[src/rtl/slkpd_pkg.sv]
// Shared constants for the short/long key press detector.
// No dependencies; used by short_long_key_press_detector.
package slkpd_pkg;

	localparam int NUM_KEYS    = 2;
	localparam int TIMER_WIDTH = 16;

	// fixed widths of the ports
	localparam int FIELD_W = 2;
	localparam int CFG_W   = 16;
	localparam int IDX_W   = 1;

	// widths used inside the step logic
	localparam int PIN_W = (NUM_KEYS > FIELD_W) ? NUM_KEYS : FIELD_W;
	localparam int CMP_W = (TIMER_WIDTH > CFG_W) ? TIMER_WIDTH : CFG_W;

	localparam logic [TIMER_WIDTH-1:0] TIMER_MAX = {TIMER_WIDTH{1'b1}};

	localparam logic [CFG_W-1:0] LOCKOUT_RESET = CFG_W'(100);
	localparam logic [CFG_W-1:0] LONG_RESET    = CFG_W'(500);

	typedef enum logic [IDX_W-1:0] {
		REG_LOCKOUT    = 1'b0,
		REG_LONG_PRESS = 1'b1
	} reg_idx_t;

endpackage

[src/rtl/short_long_key_press_detector.sv]
// Short/long key press detector: top level, one module.
// Depends on slkpd_pkg for sizes, reset values and register indexes.
//
// Usage:
//   Input channel (in_valid/in_ready, key_pins): one request per millisecond
//   tick, carrying the active-low key pins. Output channel (out_valid/
//   out_ready): one result per tick with short_events, long_events and the
//   debounced held_mask.
//   A request is first captured in an input register, then the tick is
//   evaluated in one pass (counter increment, keys in index order) as it
//   moves into the result register, which drives out_valid; one request
//   per cycle is sustained while out_ready is high. The evaluation is done
//   when the request leaves the input stage, so the shared counter and key
//   state are never ahead of the result. When the receiver stalls, the
//   result waits in the output register and one more request is still
//   taken into the input register; after that in_ready drops until the
//   result is taken. Registers lockout_ms (index 0) and long_press_ms
//   (index 1) are written through wr_en/wr_index/wr_data; the user must
//   write them only while no request is in flight, and the block does
//   not enforce this.
//   Reset (arst_n low) empties both stages, clears the counter and the key
//   state, and loads lockout 100 and long press 500.
module short_long_key_press_detector (
	input  logic                         clk,
	input  logic                         arst_n,
	input  logic                         wr_en,
	input  logic [slkpd_pkg::IDX_W-1:0]  wr_index,
	input  logic [slkpd_pkg::CFG_W-1:0]  wr_data,
	input  logic                         in_valid,
	output logic                         in_ready,
	input  logic [slkpd_pkg::FIELD_W-1:0] key_pins,
	output logic                         out_valid,
	input  logic                         out_ready,
	output logic [slkpd_pkg::FIELD_W-1:0] short_events,
	output logic [slkpd_pkg::FIELD_W-1:0] long_events,
	output logic [slkpd_pkg::FIELD_W-1:0] held_mask
);

	localparam int NK  = slkpd_pkg::NUM_KEYS;
	localparam int TW  = slkpd_pkg::TIMER_WIDTH;
	localparam int FW  = slkpd_pkg::FIELD_W;
	localparam int PW  = slkpd_pkg::PIN_W;
	localparam int CW  = slkpd_pkg::CMP_W;

	logic [slkpd_pkg::CFG_W-1:0] lockout_q;
	logic [slkpd_pkg::CFG_W-1:0] long_press_q;
	logic [TW-1:0]               elapsed_q;
	logic [NK-1:0]               key_held_q;
	logic [NK-1:0]               long_fired_q;

	logic          valid_s1;
	logic [FW-1:0] key_pins_s1;
	logic          out_valid_q;
	logic [FW-1:0] short_q;
	logic [FW-1:0] long_q;
	logic [FW-1:0] held_q;

	logic advance;

	// step logic results
	logic [TW-1:0] elapsed_nxt;
	logic [NK-1:0] key_held_nxt;
	logic [NK-1:0] long_fired_nxt;
	logic [PW-1:0] short_vec;
	logic [PW-1:0] long_vec;
	logic [PW-1:0] held_vec;

	assign advance  = valid_s1 && (!out_valid_q || out_ready);
	assign in_ready = !valid_s1 || advance;

	// configuration
	always_ff @(posedge clk or negedge arst_n) begin
		if (!arst_n) begin
			lockout_q    <= slkpd_pkg::LOCKOUT_RESET;
			long_press_q <= slkpd_pkg::LONG_RESET;
		end else if (wr_en) begin
			case (slkpd_pkg::reg_idx_t'(wr_index))
				slkpd_pkg::REG_LOCKOUT:    lockout_q    <= wr_data;
				slkpd_pkg::REG_LONG_PRESS: long_press_q <= wr_data;
				default: ;
			endcase
		end
	end

	// one tick: keys in index order share the running counter value
	always_comb begin
		logic [TW-1:0] e;
		logic [PW-1:0] pins;
		logic          down;
		e              = (elapsed_q != slkpd_pkg::TIMER_MAX) ? elapsed_q + 1'b1 : elapsed_q;
		pins           = PW'(key_pins_s1);
		key_held_nxt   = key_held_q;
		long_fired_nxt = long_fired_q;
		short_vec      = '0;
		long_vec       = '0;
		held_vec       = '0;
		for (int i = 0; i < NK; i++) begin
			down = !pins[i];
			if (CW'(e) >= CW'(lockout_q)) begin
				if (key_held_nxt[i]) begin
					if ((CW'(e) > CW'(long_press_q)) && !long_fired_nxt[i]) begin
						long_vec[i]       = 1'b1;
						long_fired_nxt[i] = 1'b1;
					end else if (!down) begin
						key_held_nxt[i]   = 1'b0;
						e                 = '0;
						short_vec[i]      = !long_fired_nxt[i];
						long_fired_nxt[i] = 1'b0;
					end
				end else if (down) begin
					key_held_nxt[i] = 1'b1;
					e               = '0;
				end
			end
		end
		held_vec    = PW'(key_held_nxt);
		elapsed_nxt = e;
	end

	always_ff @(posedge clk or negedge arst_n) begin
		if (!arst_n) begin
			elapsed_q    <= '0;
			key_held_q   <= '0;
			long_fired_q <= '0;
		end else if (advance) begin
			elapsed_q    <= elapsed_nxt;
			key_held_q   <= key_held_nxt;
			long_fired_q <= long_fired_nxt;
		end
	end

	// input stage
	always_ff @(posedge clk or negedge arst_n) begin
		if (!arst_n) begin
			valid_s1 <= 1'b0;
		end else if (in_ready) begin
			valid_s1 <= in_valid;
		end
	end

	always_ff @(posedge clk) begin
		if (in_valid && in_ready) begin
			key_pins_s1 <= key_pins;
		end
	end

	// result register
	always_ff @(posedge clk or negedge arst_n) begin
		if (!arst_n) begin
			out_valid_q <= 1'b0;
		end else if (advance) begin
			out_valid_q <= 1'b1;
		end else if (out_ready) begin
			out_valid_q <= 1'b0;
		end
	end

	always_ff @(posedge clk) begin
		if (advance) begin
			short_q <= short_vec[FW-1:0];
			long_q  <= long_vec[FW-1:0];
			held_q  <= held_vec[FW-1:0];
		end
	end

	assign out_valid    = out_valid_q;
	assign short_events = short_q;
	assign long_events  = long_q;
	assign held_mask    = held_q;

	// a long press is only ever pending on a held key
	a_fired_needs_held: assert property (@(posedge clk) disable iff (!arst_n)
		(long_fired_q & ~key_held_q) == '0)
		else $error("long_fired set on a key that is not held");

	// a shown result carries the key state left by its own tick
	a_held_matches: assert property (@(posedge clk) disable iff (!arst_n)
		out_valid_q |-> (held_q == FW'(PW'(key_held_q))))
		else $error("held_mask differs from key state");

	a_no_double_event: assert property (@(posedge clk) disable iff (!arst_n)
		out_valid_q |-> ((short_q & long_q) == '0))
		else $error("short and long press on the same key in one tick");

	a_short_released: assert property (@(posedge clk) disable iff (!arst_n)
		out_valid_q |-> ((short_q & held_q) == '0 && (long_q & ~held_q) == '0))
		else $error("event inconsistent with held state");

endmodule
[config.mk]
export PLATFORM = sky130hd
export DESIGN_NAME = short_long_key_press_detector
export DESIGN_NICKNAME = d
export VERILOG_FILES = /design/src/rtl/slkpd_pkg.sv /design/src/rtl/short_long_key_press_detector.sv
export SDC_FILE = /design/constraint.sdc
export NUM_CORES = 1
export LEC_CHECK = 0
export ABC_AREA = 0
export BUFFER_PORTS_ARGS = -buffer_cell sky130_fd_sc_hd__buf_2
export CAP_MARGIN = 20
export CORE_ASPECT_RATIO = 1.1
export CORE_MARGIN = 5
export CORE_UTILIZATION = 40
export DETAILED_ROUTE_END_ITERATION = 16
export PLACE_DENSITY = 0.62
export SETUP_SLACK_MARGIN = 0.05
export SYNTH_ARGS = -nofsm -noshare
export SYNTH_HDL_FRONTEND = slang
export SYNTH_SLANG_ARGS = --single-unit
[constraint.sdc]
create_clock -name clk -period 4.9 [get_ports clk]
set_input_delay 0.735 -clock clk [delete_from_list [all_inputs] [get_ports clk]]
set_output_delay 0.735 -clock clk [all_outputs]
set_load 0.01 [all_outputs]
Word level (Yosys, flattened, before mapping)
Cells that the tools add are included.
- word-level logic and storage cells: 75
- register bits: 62
- input port bits: 24
- bitwise logic cells: 7
- multiplexer cells: 27
- reduce and logical (&&, ||, !) cells: 21
- magnitude comparators: 4
- eq/ne operators: 1
- add/sub/neg operators: 1
- operator list (operator ; count):
    $mux W16 ; 11
    $ge A16 B16 Y1 ; 2
    $gt A16 B16 Y1 ; 2
    $add A16 B1 Y16 const B ; 1
    $mux W1 ; 16
    $ne A16 B16 Y1 const B ; 1
    $reduce_and A2 Y1 ; 4
    $reduce_and A4 Y1 ; 2
    $reduce_or A4 Y1 ; 2
    $not A1 Y1 ; 7
    $reduce_bool A2 Y1 ; 3
    $logic_and A1 B1 Y1 ; 4
    $logic_not A1 Y1 ; 4
    $logic_or A1 B1 Y1 ; 2

Longest topological paths before layout
- word-level depth: 12
- gate-level depth with buffers: 26
- mapped depth without buffers: 24

Worst setup path after synthesis
OpenSTA, ideal clock, no wires.
- path type: flip-flop to flip-flop
- start: register elapsed_q[0]
- end: register elapsed_q[12]
- setup time: 0.136 ns
- data arrival time: 4.895 ns
- stages on the path, launching flop included: 27
- clock period less this slack: 5.031 ns
- slack: -0.131 ns
- cells stage by stage: dfrtp_1 ha_1 nand3_1 nor4_2 nand3_2 nand3_1 nor3_1 xnor2_1 inv_1 ha_1 nand4_1 nor4_2 a21oi_1 o21ai_0 nor2_1 nor2_1 buf_2 nor2_1 ha_1 a21oi_1 nand2_1 a221oi_1 nor3b_1 o2111ai_2 o2111ai_4 buf_6 o22ai_2
- longest elaborated chain between the ends: 12
- RTL lines (what ; line ; text):
    start: declaration ; short_long_key_press_detector.sv:47 ; logic [TW-1:0] elapsed_q;
    start signal: assignment ; short_long_key_press_detector.sv:126 ; elapsed_q <= elapsed_nxt;
    $add A16 B1 Y16 or $ne A16 B16 Y1 (tied branches) ; short_long_key_press_detector.sv:90 ; e = (elapsed_q != slkpd_pkg::TIMER_MAX) ? elapsed_q + 1'b1 : elapsed_q;
    $mux W16 * ; short_long_key_press_detector.sv:90 ;
    $gt A16 B16 Y1 ; short_long_key_press_detector.sv:101 ; if ((CW'(e) > CW'(long_press_q)) && !long_fired_nxt[i]) begin
    $logic_and A1 B1 Y1 ; short_long_key_press_detector.sv:101 ;
    $mux W16 ; short_long_key_press_detector.sv:101 ;
    $mux W16 ; short_long_key_press_detector.sv:100 ; if (key_held_nxt[i]) begin
    $mux W16 * ; short_long_key_press_detector.sv:99 ; if (CW'(e) >= CW'(lockout_q)) begin
    $gt A16 B16 Y1 ; short_long_key_press_detector.sv:101 ;
    $logic_and A1 B1 Y1 ; short_long_key_press_detector.sv:101 ;
    $mux W16 ; short_long_key_press_detector.sv:101 ;
    $mux W16 ; short_long_key_press_detector.sv:100 ;
    $mux W16 * ; short_long_key_press_detector.sv:99 ;
Mark *: on every way between the ends. The rest lies on a longest branch, timed or not.
A chain may end at the register's enable or synchronous reset.

Final worst setup path
- start: register elapsed_q[0]
- end: register elapsed_q[8]
The elaborated chain is that of the path after synthesis.

==> key figures <==
STA
  – Fmax: 188 MHz
  – Hold Fails Final Rpt: 0
  – Worst slew pin tran: 0.761 ns
  – Fin crit share: 108%
  – Slew margin rel.: 49.1%
  – Clk_skew: 0.00673 ns
  – Final worst slack: -0.409 ns
  – Setup TNS: -7.30 ns
  – RSZ-0062 raised after global routing: true
  – Clock period minus worst slack: 5.31 ns
  – Final Slew Violations: 0
  – Final Setup Violations: 21

Synthesis
  – Post-synthesis cell type count: 51
  – Synthesis Warnings: 0
  – Post-Syn Area: 4330 um2
  – Cell accounting for the most synthesized area: dfrtp_1
  – Syn Inst Count: 462
  – Ys async rst share: 87.1%
  – Share of the synthesized area in the top cell type: 26.0%
  – Syn Nets: 551
  – Dominant cells by area after synthesis: dfrtp_1, ha_1, edfxtp_1
  – Number of synthesized flops with an enable pin: 8
  – Sequential area share after synthesis: 37.0%
  – Synthesized area per cell: 9.38 um2
  – Count of state elements after synthesis: 62
  – Top_reg_cell synth: dfrtp_1

Critical path
  – WP data arrival: 5.53 ns
  – Crit path max-delay cell type: nor4_4
  – Crit path buffers/inverters: 5
  – Largest fanout on the critical path: 8
  – Critical Path Sink Type: flop
  – RR Endpoint: elapsed_q[8]$_DFFE_PN0P_
  – Req. time, crit path: 5.12 ns
  – Worst Setup Start Kind: flop
  – WS Path Type: reg -> reg
  – R2R Setup Slk: -0.41 ns
  – CP dominant cell by count: nor2_4
  – Worst R2R Path Depth: 28
  – Worst path max stage delay: 0.41 ns
  – R2R Path Start: elapsed_q[0]$_DFFE_PN0P_
  – Cell family with most CP delay: simple AND/OR/NAND/NOR gates

Route
  – DR WL/cell: 16.6 um
  – Vias/cell: 5.25
  – DRC Markers: 0
  – DRT Pass-1 Iters: 4
  – Met2 wire len: 6.22 mm
  – Met3 Wirelength: 477 um
  – Vias: 3860
  – Metal-1 WL: 5.30 mm
  – Post-detailed-routing wire length: 12.2 mm
  – Top layer in use: met4
  – Drt initial violations: 208
  – ANT nets after route: 0

Place
  – Dpl hpwl: 8.81 mm
  – Placement-stage cell area: 5200 um2
  – Port buffer count: 31
  – Placed Cells incl. Taps: 694
  – GP Congestion: 0.911

Final layout
  – Diodes inserted: 0
  – Leading cell type in the layout, fill and taps excluded: buf_4
  – Share of layout cells above drive strength 1: 43.1%
  – Final core utilization: 58.9%
  – Area Overhead vs Synth: 42.5%
  – Non-filler cells in the finished layout: 735
  – Final #Nets: 676
  – Commonest cells after routing, fill and taps aside: buf_4, ha_1, inv_1
  – Post-route cell area: 6180 um2

Floorplanning
  – Starting Density: 41.3%
  – Die H: 119 um
  – Die W: 109 um
  – Die ar.: 13000 um2
  – Core Rows: 39
  – Core area: 10500 um2
  – IO Count: 32

Worst hold path
  – Hold path start: valid_s1$_DFFE_PN0N_
  – Min-delay worst type: reg -> reg
  – Worst Hold Endpoint: out_valid$_DFFE_PN0P_
  – Cell depth of the worst hold path: 1

Pwr
  – PD cells: 405 nW/um2
  – Max VDD drop: 0.000223 V
  – Design Power: 2.50 mW
  – Leakage power figure: 2.93 nW

Global routing
  – Number of global-route vias before repair: 4020
  – Largest net degree at the start of global routing: 55
  – GR Overflow Total: 0
  – Initial antenna violation count: 0
  – First-pass GRT wire length: 19.5 mm
  – All-Layer GR Usage: 19.0%

Clock tree
  – H-tree levels: 3
  – Inserted Clock Buffers: 9
  – Clk root buf: clkbuf_16
  – Clk Latency, worst-skew pair: 0.34 ns
  – Worst-path clk slew: 0.06 ns
  – CTS tree: yes
  – CTS max path bufs: 2
  – Clk sinks: 62
  – Hold buffer count at cts: 0

Job
  – Max Cap Viol: 0

Status
  – Failing checks: negative setup slack
  – Status: complete, but fails checks
state kept, by name, indices dropped and copies added (netlist names):
| signal | count |
|---|---|
| key_held_q | 2 |
| key_pins_s1 | 2 |
| valid_s1 | 1 |
| long_events | 2 |
| held_mask | 2 |
| elapsed_q | 16 |
| lockout_q | 16 |
| long_press_q | 16 |
| long_fired_q | 2 |
| short_events | 2 |
| out_valid | 1 |
through the flow:
stage / hold slack (ns) / worst slack [ns]
after global placement: 0.467 / -0.323
after global routing: 0.518 / -0.674
after CTS: 0.495 / -0.211
after floorplan: 0.439 / 0.0584
after detailed placement: 0.485 / -0.436
final: 0.489 / -0.409
layout make-up:
type                    count  area [um2]
multi-input cells         340        3000
clock buffers               9         225
well taps                 143         179
inverters                  53         199
fillers                   873        4310
repair buffers            121         908
clock inverters             7        65.1
flip-flops and latches     62        1600
how the worst max path moves through the flow:
| stage | startpoint | endpoint | slack (ns) | depth (start not counted) |
|---|---|---|---|---|
| finish | elapsed_q[0]$_DFFE_PN0P_ | elapsed_q[8]$_DFFE_PN0P_ | -0.41 | 28 |
| global route | elapsed_q[6]$_DFFE_PN0P_ | elapsed_q[7]$_DFFE_PN0P_ | -0.67 | 25 |
| CTS | elapsed_q[4]$_DFFE_PN0P_ | elapsed_q[9]$_DFFE_PN0P_ | -0.21 | 25 |
| detailed placement | elapsed_q[1]$_DFFE_PN0P_ | elapsed_q[5]$_DFFE_PN0P_ | -0.44 | 26 |
| global placement | elapsed_q[1]$_DFFE_PN0P_ | key_held_q[1]$_DFFE_PN0P_ | -0.32 | 26 |
| floorplan | elapsed_q[0]$_DFFE_PN0P_ | elapsed_q[11]$_DFFE_PN0P_ | 0.06 | 26 |
kinds of logic after synthesis:
group / Yosys count / share of synthesized area (%)
xor+xnor: 10 / 2.19
mux: 18 / 4.65
buf+inv: 60 / 5.40
flops: 62 / 37.0
compound gates: 101 / 15.0
fa+ha+maj: 65 / 18.8
simple gates: 146 / 17.0
where the power goes:
| part | switching (mW) | internal [mW] |
|---|---|---|
| clock network | 0.238 | 0.389 |
| logic | 0.632 | 0.568 |
| registers | 0.0557 | 0.616 |
metal layers:
layer	vias to the layer above	global-route usage [%]
li1	1884	-
met1	1885	24.2
met2	76	31.3
met3	15	3.84
met4	0	7.79
met5	-	0
cells in the mapped netlist (2+ instances only):
cell type / count
clkbuf_1: 5
a211oi_1: 4
nor2_1: 33
inv_1: 52
nand4_1: 11
nand2_1: 48
o21ai_1: 4
a21oi_1: 20
dfrtp_1: 45
edfxtp_1: 8
a22o_1: 3
xor2_1: 2
nand3b_1: 2
and4_1: 3
dfstp_2: 9
nor4_2: 3
o22ai_1: 3
o2111ai_1: 3
o21a_1: 4
o211ai_1: 2
o22ai_2: 2
xnor2_1: 7
a21o_1: 3
mux2_2: 17
nor2b_1: 5
nor4_1: 4
and2_1: 5
ha_1: 65
nand2b_1: 7
nor3_1: 4
nand3_1: 13
or2_2: 2
o21ai_0: 43
o21ai_2: 4
worst reg2reg max path, delay by kind of cell, from the launching register on:
| kind | cells | cell delay, ns |
|---|---|---|
| compound gates | 6 | 0.86 |
| simple gates | 13 | 2.34 |
| flops | 1 | 0.40 |
| fa+ha+maj | 3 | 0.64 |
| buf+inv | 5 | 0.74 |
| xor+xnor | 1 | 0.20 |
timing repair:
item,4_1_cts,5_1_grt
endpoints found under the setup margin,21,21
buffers inserted,13,11
cloned,1,1
resized for setup,43,50
pin swaps,15,31
endpoints found under the hold margin,0,0
Note: power is estimated with default switching activity, not from simulation.
